--- config.mk ---
export PLATFORM = sky130hd
export DESIGN_NAME = integer_to_roman_text_unit
export DESIGN_NICKNAME = d
export VERILOG_FILES = /design/src/rtl/core/rnum_pkg.sv /design/src/rtl/core/rnum_front.sv /design/src/rtl/core/rnum_back.sv /design/src/rtl/core/integer_to_roman_text_unit.sv
export SDC_FILE = /design/constraint.sdc
export NUM_CORES = 1
export LEC_CHECK = 0
export BUFFER_PORTS_ARGS = -buffer_cell sky130_fd_sc_hd__buf_2
export CAP_MARGIN = 40
export CORE_MARGIN = 2
export CORE_UTILIZATION = 30
export DETAILED_ROUTE_END_ITERATION = 6
export PLACE_DENSITY = 0.51
export SLEW_MARGIN = 30
export SYNTH_ARGS = -nofsm -noshare
export SYNTH_HDL_FRONTEND = slang
export SYNTH_SLANG_ARGS = --single-unit
--- constraint.sdc ---
create_clock -name clk -period 7.7 [get_ports clk]
set_input_delay 0.77 -clock clk [delete_from_list [all_inputs] [get_ports clk]]
set_output_delay 0.77 -clock clk [all_outputs]
set_load 0.02 [all_outputs]
--- src/rtl/core/rnum_pkg.sv ---
// Shared types, symbol table and sequencer states for the Roman numeral text unit.
// No dependencies; imported by rnum_front, rnum_back and the top level.
package rnum_pkg;

  localparam int NUM_W    = 12;
  localparam int LETTER_W = 7;
  localparam int SYM_W    = 4;   // index into the thirteen-symbol table
  localparam int Q_DEPTH  = 2;
  localparam int Q_PTR_W  = 1;
  localparam int Q_CNT_W  = 2;

  localparam logic [LETTER_W-1:0] CH_NONE = 7'h00;
  localparam logic [LETTER_W-1:0] CH_I    = 7'h49;
  localparam logic [LETTER_W-1:0] CH_V    = 7'h56;
  localparam logic [LETTER_W-1:0] CH_X    = 7'h58;
  localparam logic [LETTER_W-1:0] CH_L    = 7'h4C;
  localparam logic [LETTER_W-1:0] CH_C    = 7'h43;
  localparam logic [LETTER_W-1:0] CH_D    = 7'h44;
  localparam logic [LETTER_W-1:0] CH_M    = 7'h4D;

  // Symbol indexes, largest value first.
  localparam logic [SYM_W-1:0] SYM_M  = 4'd0;
  localparam logic [SYM_W-1:0] SYM_CM = 4'd1;
  localparam logic [SYM_W-1:0] SYM_D  = 4'd2;
  localparam logic [SYM_W-1:0] SYM_CD = 4'd3;
  localparam logic [SYM_W-1:0] SYM_C  = 4'd4;
  localparam logic [SYM_W-1:0] SYM_XC = 4'd5;
  localparam logic [SYM_W-1:0] SYM_L  = 4'd6;
  localparam logic [SYM_W-1:0] SYM_XL = 4'd7;
  localparam logic [SYM_W-1:0] SYM_X  = 4'd8;
  localparam logic [SYM_W-1:0] SYM_IX = 4'd9;
  localparam logic [SYM_W-1:0] SYM_V  = 4'd10;
  localparam logic [SYM_W-1:0] SYM_IV = 4'd11;
  localparam logic [SYM_W-1:0] SYM_I  = 4'd12;

  typedef struct packed {
    logic             is_zero;
    logic [NUM_W-1:0] number;
  } rnum_item_t;

  typedef enum logic [1:0] {
    ST_IDLE,
    ST_LEAD,
    ST_TRAIL
  } rnum_state_t;

  function automatic logic [NUM_W-1:0] sym_weight(input logic [SYM_W-1:0] s);
    logic [NUM_W-1:0] w;
    unique case (s)
      SYM_M:   w = 12'd1000;
      SYM_CM:  w = 12'd900;
      SYM_D:   w = 12'd500;
      SYM_CD:  w = 12'd400;
      SYM_C:   w = 12'd100;
      SYM_XC:  w = 12'd90;
      SYM_L:   w = 12'd50;
      SYM_XL:  w = 12'd40;
      SYM_X:   w = 12'd10;
      SYM_IX:  w = 12'd9;
      SYM_V:   w = 12'd5;
      SYM_IV:  w = 12'd4;
      SYM_I:   w = 12'd1;
      default: w = 12'd1;
    endcase
    return w;
  endfunction

  function automatic logic [LETTER_W-1:0] lead_ch(input logic [SYM_W-1:0] s);
    logic [LETTER_W-1:0] c;
    unique case (s)
      SYM_M:   c = CH_M;
      SYM_CM:  c = CH_C;
      SYM_D:   c = CH_D;
      SYM_CD:  c = CH_C;
      SYM_C:   c = CH_C;
      SYM_XC:  c = CH_X;
      SYM_L:   c = CH_L;
      SYM_XL:  c = CH_X;
      SYM_X:   c = CH_X;
      SYM_IX:  c = CH_I;
      SYM_V:   c = CH_V;
      SYM_IV:  c = CH_I;
      SYM_I:   c = CH_I;
      default: c = CH_I;
    endcase
    return c;
  endfunction

  // Second letter of a subtractive pair; CH_NONE for one-letter symbols.
  function automatic logic [LETTER_W-1:0] trail_ch(input logic [SYM_W-1:0] s);
    logic [LETTER_W-1:0] c;
    unique case (s)
      SYM_CM:  c = CH_M;
      SYM_CD:  c = CH_D;
      SYM_XC:  c = CH_C;
      SYM_XL:  c = CH_L;
      SYM_IX:  c = CH_X;
      SYM_IV:  c = CH_V;
      default: c = CH_NONE;
    endcase
    return c;
  endfunction

endpackage

--- src/rtl/core/rnum_front.sv ---
// Input side: accepts numbers, flags zero, and holds them in a two-entry queue.
// Depends on rnum_pkg.
module rnum_front (
  input  logic                    clk,
  input  logic                    rst,
  input  logic                    in_valid,
  output logic                    in_ready,
  input  logic [rnum_pkg::NUM_W-1:0] in_number,
  output logic                    q_valid,
  output rnum_pkg::rnum_item_t    q_item,
  input  logic                    q_pop
);
  import rnum_pkg::*;

  rnum_item_t           slots [Q_DEPTH];
  logic [Q_PTR_W-1:0]   wr_ptr;
  logic [Q_PTR_W-1:0]   rd_ptr;
  logic [Q_CNT_W-1:0]   count;
  logic                 push;
  logic                 pop;

  assign in_ready = (count != Q_CNT_W'(Q_DEPTH));
  assign q_valid  = (count != '0);
  assign push     = in_valid && in_ready;
  assign pop      = q_pop && q_valid;
  assign q_item   = slots[rd_ptr];

  always_ff @(posedge clk) begin
    if (push) begin
      slots[wr_ptr].number  <= in_number;
      slots[wr_ptr].is_zero <= (in_number == '0);
    end
  end

  always_ff @(posedge clk) begin
    if (rst) begin
      wr_ptr <= '0;
      rd_ptr <= '0;
      count  <= '0;
    end else begin
      if (push) begin
        wr_ptr <= wr_ptr + 1'b1;
      end
      if (pop) begin
        rd_ptr <= rd_ptr + 1'b1;
      end
      unique case ({push, pop})
        2'b10:   count <= count + 1'b1;
        2'b01:   count <= count - 1'b1;
        default: count <= count;
      endcase
    end
  end

endmodule

--- src/rtl/core/rnum_back.sv ---
// Output side: greedy letter sequencer with a registered output stage.
// Depends on rnum_pkg; fed by rnum_front.
module rnum_back (
  input  logic                       clk,
  input  logic                       rst,
  input  logic                       q_valid,
  input  rnum_pkg::rnum_item_t       q_item,
  output logic                       q_pop,
  output logic                       out_valid,
  input  logic                       out_ready,
  output logic [rnum_pkg::LETTER_W-1:0] out_letter,
  output logic                       out_letter_valid,
  output logic                       out_last
);
  import rnum_pkg::*;

  rnum_state_t          state;
  rnum_state_t          state_next;
  logic [NUM_W-1:0]     rest;
  logic [NUM_W-1:0]     rest_next;
  logic [SYM_W-1:0]     sym;
  logic [SYM_W-1:0]     sym_next;
  logic [SYM_W-1:0]     best;
  logic [NUM_W-1:0]     best_w;
  logic [NUM_W-1:0]     sym_w;
  logic                 best_pair;
  logic                 adv;
  logic                 emit;
  logic [LETTER_W-1:0]  e_letter;
  logic                 e_valid;
  logic                 e_last;

  // Output register is free when empty or being drained this cycle.
  assign adv = !out_valid || out_ready;

  // Largest symbol that still fits: parallel compares, smallest index wins.
  always_comb begin
    best = SYM_I;
    for (int i = SYM_I; i >= 0; i--) begin
      if (rest >= sym_weight(SYM_W'(i))) begin
        best = SYM_W'(i);
      end
    end
  end

  assign best_w    = sym_weight(best);
  assign best_pair = (trail_ch(best) != CH_NONE);
  assign sym_w     = sym_weight(sym);

  always_comb begin
    state_next = state;
    unique case (state)
      ST_IDLE: begin
        if (q_valid && adv && !q_item.is_zero) begin
          state_next = ST_LEAD;
        end
      end
      ST_LEAD: begin
        if (adv) begin
          if (best_pair) begin
            state_next = ST_TRAIL;
          end else if (rest == best_w) begin
            state_next = ST_IDLE;
          end
        end
      end
      ST_TRAIL: begin
        if (adv) begin
          state_next = (rest == sym_w) ? ST_IDLE : ST_LEAD;
        end
      end
      default: state_next = ST_IDLE;
    endcase
  end

  always_comb begin
    q_pop     = 1'b0;
    emit      = 1'b0;
    e_letter  = CH_NONE;
    e_valid   = 1'b0;
    e_last    = 1'b0;
    rest_next = rest;
    sym_next  = sym;
    unique case (state)
      ST_IDLE: begin
        if (q_valid && adv) begin
          q_pop = 1'b1;
          if (q_item.is_zero) begin
            // zero: one empty item that closes the run
            emit   = 1'b1;
            e_last = 1'b1;
          end else begin
            rest_next = q_item.number;
          end
        end
      end
      ST_LEAD: begin
        if (adv) begin
          emit     = 1'b1;
          e_valid  = 1'b1;
          e_letter = lead_ch(best);
          sym_next = best;
          if (!best_pair) begin
            rest_next = rest - best_w;
            e_last    = (rest == best_w);
          end
        end
      end
      ST_TRAIL: begin
        if (adv) begin
          emit      = 1'b1;
          e_valid   = 1'b1;
          e_letter  = trail_ch(sym);
          rest_next = rest - sym_w;
          e_last    = (rest == sym_w);
        end
      end
      default: begin
      end
    endcase
  end

  always_ff @(posedge clk) begin
    if (rst) begin
      state     <= ST_IDLE;
      out_valid <= 1'b0;
    end else begin
      state <= state_next;
      if (emit) begin
        out_valid <= 1'b1;
      end else if (out_ready) begin
        out_valid <= 1'b0;
      end
    end
  end

  always_ff @(posedge clk) begin
    rest <= rest_next;
    sym  <= sym_next;
    if (emit) begin
      out_letter       <= e_letter;
      out_letter_valid <= e_valid;
      out_last         <= e_last;
    end
  end

endmodule

--- src/rtl/core/integer_to_roman_text_unit.sv ---
// Top level of the Roman numeral text unit: input queue plus letter sequencer.
// Depends on rnum_pkg, rnum_front and rnum_back.
//
//  channel  | dir | tdata                               | tlast
//  ---------+-----+-------------------------------------+---------------------
//  s_axis   | in  | [11:0] number, [15:12] unused       | -
//  m_axis   | out | [6:0] letter, [7] letter_valid      | last letter of number
//
// Each number first leaves the queue, then the sequencer gives one letter per cycle
// unless m_axis stalls; 3888 gives the longest numeral, at 15 letters.
// Zero gives a single empty item, registered as it leaves the queue.
// The two-entry queue keeps accepting, until it is full, while the sequencer or m_axis stalls.
// rst is synchronous and clears the queue, the sequencer and the output stage.
module integer_to_roman_text_unit (
  input  logic        clk,
  input  logic        rst,
  input  logic        s_axis_tvalid,
  output logic        s_axis_tready,
  input  logic [15:0] s_axis_tdata,   // [11:0] number
  output logic        m_axis_tvalid,
  input  logic        m_axis_tready,
  output logic [7:0]  m_axis_tdata,   // [6:0] letter, [7] letter_valid
  output logic        m_axis_tlast    // last
);
  import rnum_pkg::*;

  logic                q_valid;
  logic                q_pop;
  rnum_item_t          q_item;
  logic [LETTER_W-1:0] letter;
  logic                letter_valid;

  rnum_front u_front (
    .clk       (clk),
    .rst       (rst),
    .in_valid  (s_axis_tvalid),
    .in_ready  (s_axis_tready),
    .in_number (s_axis_tdata[NUM_W-1:0]),
    .q_valid   (q_valid),
    .q_item    (q_item),
    .q_pop     (q_pop)
  );

  rnum_back u_back (
    .clk              (clk),
    .rst              (rst),
    .q_valid          (q_valid),
    .q_item           (q_item),
    .q_pop            (q_pop),
    .out_valid        (m_axis_tvalid),
    .out_ready        (m_axis_tready),
    .out_letter       (letter),
    .out_letter_valid (letter_valid),
    .out_last         (m_axis_tlast)
  );

  assign m_axis_tdata = {letter_valid, letter};

endmodule

# Yosys cells after proc, flatten, opt, wreduce, memory -nomap -nowiden
# Memories as Yosys holds them, arrays and structs flattened. A register that Yosys moved wholly into a read port is not among the register bits.
# Index checks and enable logic that the tools add are counted.
# classes
n_addsub,6
n_lt_le_gt_ge,12
n_eq_ne,26
mux,48
reduce_logical,18
# ops
op,count
7-bit one-hot mux with 6 select lines,2
12-bit 2-to-1 mux,5
4-bit 2-to-1 mux,9
12-bit one-hot mux with 3 select lines,1
12-bit equality test,2
12-bit by 10-bit >= comparator with 1-bit output (second input constant),2
12-bit by 3-bit >= comparator with 1-bit output (second input constant),2
12-bit by 4-bit >= comparator with 1-bit output (second input constant),2
12-bit by 6-bit >= comparator with 1-bit output (second input constant),2
12-bit by 7-bit >= comparator with 1-bit output (second input constant),2
12-bit by 9-bit >= comparator with 1-bit output (second input constant),2
12-bit subtractor,2
4-bit by 3-bit equality test with 1-bit output (second input constant),4
4-bit equality test (second input constant),4
1-bit 2-to-1 mux,15
7-bit 2-to-1 mux,2
7-bit one-hot mux with 2 select lines,1
12-bit zero test,1
3-bit 2-to-1 mux,4
2-bit 2-to-1 mux,5
4-bit by 1-bit equality test with 1-bit output (second input constant),2
4-bit by 2-bit equality test with 1-bit output (second input constant),2
2-bit by 1-bit inequality test with 1-bit output (second input constant),4
7-bit nonzero test,1
other kinds (21),32
# word_totals
regBits,32
ramBits,26
mem_bits_ro,400
in_bits,20
output_inout_bits,11
elab_cells,124
mem_count,4
# mem_list
name,words,word_bits,read_ports,rd_ports_with_merged_regs,write_ports,line_no,text
(name not given),16,10,1,1,0,rnum_pkg.sv:49,unique case (s)
(name not given),16,10,1,0,0,rnum_pkg.sv:49,
(name not given),16,5,1,0,0,rnum_pkg.sv:70,unique case (s)
u_front.slots,2,13,1,1,1,rnum_front.sv:15,rnum_item_t slots [Q_DEPTH];

# Depth between registers and ports, before layout
# depth
word_depth,19
mapped_depth,16

# Modules after synthesis
# From an unflattened synthesis, not the netlist that was laid out.
# hier_totals
cells_unflattened,468
hier_area_um2,4594.4
# modules_own_cells
module,instances,cells_per_inst,area_each_um2,seq_area_each_um2
rnum_back,1,399,3407.0,960.9
rnum_front,1,68,1179.9,880.8
integer_to_roman_text_unit,1,1,7.5,0.0

# Worst setup path after synthesis
# OpenSTA, ideal clock, no wires.
# synth_path
path_type,register to register
startpoint,register u_back.rest[3]
endpoint,"register u_back.rest[9], data pin"
setup_ps,271
arrival_time_ps,3932
required_ps,7429
slack_ps,3498
path_stages_with_launch,16
path_buffers,1
path_cell_list,edfxtp_1 > buf_4 > nand2b_1 > o311a_1 > o311a_1 > o31a_1 > ha_1 > a22o_1 > inv_1 > ha_1 > nor2b_1 > o31a_1 > or4_1 > a311oi_1 > xor2_1 > o221ai_1
# synth_via
elab_chain_len,18
word_cells_on_any_way,31
classes_between,2 x add/sub; 12 x order compare; 16 x mux; 1 x memory
# synth_rtl
element,line_no,text
from (decl),rnum_back.sv:19,logic [NUM_W-1:0] rest;
from (signal assigned),rnum_back.sv:138,rest <= rest_next;
12-bit by 3-bit >= comparator with 1-bit output,rnum_back.sv:40,if (rest >= sym_weight(SYM_W'(i))) begin
3-bit 2-to-1 mux (4 in series),rnum_back.sv:40,
4-bit 2-to-1 mux (8 in series),rnum_back.sv:40,
memory 16 x 10 bit,n/a,
12-bit subtractor,rnum_back.sv:104,rest_next = rest - best_w;
12-bit 2-to-1 mux,rnum_back.sv:103,if (!best_pair) begin
12-bit 2-to-1 mux,rnum_back.sv:98,if (adv) begin
12-bit one-hot mux with 3 select lines *,rnum_back.sv:84,unique case (state)
via u_back.rest_next[9],rnum_back.sv:20,logic [NUM_W-1:0] rest_next;
# Mark *: on every way through the listed nets, which the timed path passes. The rest lies on a longest branch. The select of a mux whose other input is x is not followed.
# A chain may end at the register's enable or synchronous reset.

# Worst setup path in the final report
# layout_path
startpoint,register u_back.rest[4]
endpoint,"register u_back.rest[9], data pin"
# Same word-level chain as after synthesis.

==> impl_metrics.tcl <==
set metrics [dict create \
    status "completed" \
    numPortBuffers 25 \
    cts_root_buf "clkbuf_16" \
    synth_top_area_cell "edfxtp_1" \
    core_area_sq_um 15030 \
    dp_hpwl_microns 9070 \
    overflow 0 \
    path_clk_slew_ns 0.06 \
    nets 553 \
    globalplace.congestion 0.8763 \
    cts_setup_buffers 0 \
    syn-instance-count 483 \
    fin_setup_tns_ns 0 \
    vias_per_cell 5.384 \
    die-area_sq_um 16220 \
    cts_tree "built" \
    worstPathRequired_ns 7.79 \
    start_util_pct 30.37 \
    grtUsageTotal_pct 15.32 \
    ant_nets 0 \
    crit_top_cell "ha_1" \
    postCtsHoldBufs 0 \
    die_x_microns 127.4 \
    drc 0 \
    maxSlewHeadroom_pct 47.93 \
    fin_cells 693 \
    met1_usage_pct 20.61 \
    clock_latency_ns 0.35 \
    grt_setup_unrepaired "false" \
    grt_pass1_vias 3529 \
    antenna_found_initial 0 \
    grt_busiest_layer "met2" \
    syn_nets 536 \
    synth_cell_types 69 \
    period_minus_slack_ns 4.728 \
    cp_slowest_cell "edfxtp_1" \
    max_freq_ghz 0.2115 \
    cts_resized 0 \
    io-pin-count 31 \
    routed_wl_microns 12050 \
    peakVddDrop_v 0.0002182 \
    rows 45 \
    hold_class "reg -> reg" \
    syn_to_final_growth_pct 12.06 \
    yosys_warnings 0 \
    synthTopCellsByArea "edfxtp_1, ha_1, dfxtp_1" \
    powerDensity_nw_per_um2 493.4 \
    cts.sinks 67 \
    synth_edf_count 50 \
    slowest_delay_ns 0.60 \
    crit_buf_inv 1 \
    synth_flop_cell "edfxtp_1" \
    worst-path-max-fanout 13 \
    met2_usage_pct 24.28 \
    fin_crit_sh_pct 61.41 \
    htree_levels 3 \
    fp.dieH_microns 127.4 \
    cp.arrival_ns 4.82 \
    cp_cell_sequence "nor3_1, a21oi_1, nor2_1, o21ai_0, ha_1, a22o_1, inv_1, ha_1, nor2b_1, o31a_1, or4_1, a311oi_1, xor2_1, o221ai_1" \
    yosysSeqAreaShare_pct 40.34 \
    avgSynthCellArea_sq_um 9.453 \
    dr.pass1.iters 4 \
    worst_pin_slew_ns 0.7709 \
    post-place-ws_ns 3.036 \
    cap_violations 0 \
    post_drt_wl_per_cell_microns 17.39 \
    grt_max_degree 21 \
    fin_ws_ns 2.972 \
    numCtsBuffers 9 \
    power.leakage_nw 1.928 \
    grtUsageMet3_pct 3.476 \
    crit_type "reg -> reg" \
    syn_area_sq_um 4566 \
    grt_pass1_wl_microns 19100 \
    endpoint_kind "flip-flop" \
    finalSetupViolCount 0 \
    start_kind "flip-flop" \
    async_reset_ff_share_pct 0 \
    finalHoldViolations 0 \
    synth_top_area_share_pct 32.89 \
    synth_seq_cells 67 \
    maxSlewViolCount 0 \
    clock_path_buffers 2 \
    diodes 0 \
    fin_worst_skew_ns 0.006592 \
    drtIter0Drc 316 \
    crit_family "compound AO/OA/AOI/OAI gates" \
    dpl.cell_count 676 \
    drive_gt1_share_pct 11.49 \
    via_count 3731 \
]
[per-layer routing]
layer | vias up | part of all wire [%]
met4 | 0 | 1.6
met3 | 14 | 5.0
met5 | - | 0
li1 | 1861 | -
met1 | 1779 | 47
met2 | 77 | 46
[layout by cell type (no fill, tap or decap), drive strengths merged, types with 4 or more instances in the layout]
| cell | synthesis | routed |
|---|---|---|
| nor2 | 37 | 37 |
| buf | 9 | 27 |
| nor4 | 6 | 6 |
| xor2 | 8 | 8 |
| mux2i | 11 | 11 |
| a31oi | 5 | 5 |
| nor2b | 7 | 7 |
| o31ai | 7 | 7 |
| clkbuf | 12 | 9 |
| edfxtp | 50 | 50 |
| xnor2 | 6 | 6 |
| a221oi | 4 | 4 |
| o21ai | 34 | 34 |
| o31a | 4 | 4 |
| nor3 | 11 | 11 |
| nand3 | 10 | 10 |
| nand2 | 41 | 41 |
| dfxtp | 17 | 17 |
| o211ai | 5 | 5 |
| o21a | 12 | 12 |
| a21o | 6 | 6 |
| inv | 28 | 32 |
| o22ai | 5 | 5 |
| a21oi | 31 | 31 |
| and3 | 6 | 6 |
| nand2b | 9 | 9 |
| ha | 31 | 31 |
| or4 | 6 | 6 |
| a211oi | 6 | 6 |
[worst reg2reg max path: cells and delay by family, from the launching register on]
| family | cells | cell delay (ns) |
|---|---|---|
| AO/OA/AOI/OAI | 6 | 1.49 |
| XOR/XNOR | 1 | 0.19 |
| adder cells (fa/ha/maj) | 2 | 0.70 |
| buffers and inverters | 1 | 0.07 |
| flip-flops | 1 | 0.60 |
| AND/OR/NAND/NOR | 4 | 1.43 |
[flip-flops by register name, indices dropped and copies added (netlist names), named ones only]
name,cells
u_back.rest,12
u_front.count,2
u_back.out_letter_valid,1
u_back.sym,4
u_front.wr_ptr,1
u_back.state,2
u_front.rd_ptr,1
u_back.out_last,1
u_back.sym_w,9
u_back.out_valid,1
u_front.slots,26
u_back.out_letter,6
[Yosys cell counts (all sizes together), types with 7 or more instances]
cell,n
ha,31
nor3,11
buf,9
o31ai,7
dfxtp,17
o21a,12
nand3,10
edfxtp,50
nor2,37
xor2,8
nor2b,7
inv,28
mux2i,11
o21ai,34
clkbuf,12
a21oi,31
nand2b,9
nand2,41
[final timing paths]
kind                endpoint             from  slack (ns)  cells past startpoint
min reg2reg  u_back.state[0]  u_back.state[0]        0.51                      2
max           u_back.rest[9]   u_back.rest[4]        2.97                     14
min          u_back.state[0]  u_back.state[0]        0.51                      2
max reg2reg   u_back.rest[9]   u_back.rest[4]        2.97                     14
[area by class of cell]
cell class	instances	area, sq um
clock inverter	7	57.56
sequential	67	1842
clock buffer	9	225.2
multi-input combinational	367	2514
inverter	28	105.1
tap	188	235.2
timing repair buffer	27	137.6
fill	1523	9917
[power breakdown]
part	switching, mW	internal, mW
clock network	0.169	0.222
registers	0.133	0.541
logic	0.898	0.561
total	1.20	1.32
[metrics by stage]
stage               power [mW]  util (%)  hold WS, ns  cell area (sq um)
floorplan                1.745         -       0.4647               4566
global placement         2.103     32.10       0.4885               4826
CTS                      2.526     34.00       0.5096               5111
detailed placement       2.115     32.12       0.5000               4828
global route             2.733     34.03       0.5376               5116
finish                   2.524     34.03       0.5063               5116
[cell families after synthesis]
kind of cell    Yosys count  share of synthesized area [%]
buf+inv                  49                          4.659
mux                      14                          3.152
flops                    67                          40.34
other cells               1                        0.08214
compound gates          151                          22.55
simple gates            154                          17.16
fa+ha+maj                33                          9.372
xor+xnor                 14                          2.686
(Power assumes the default switching activity.)
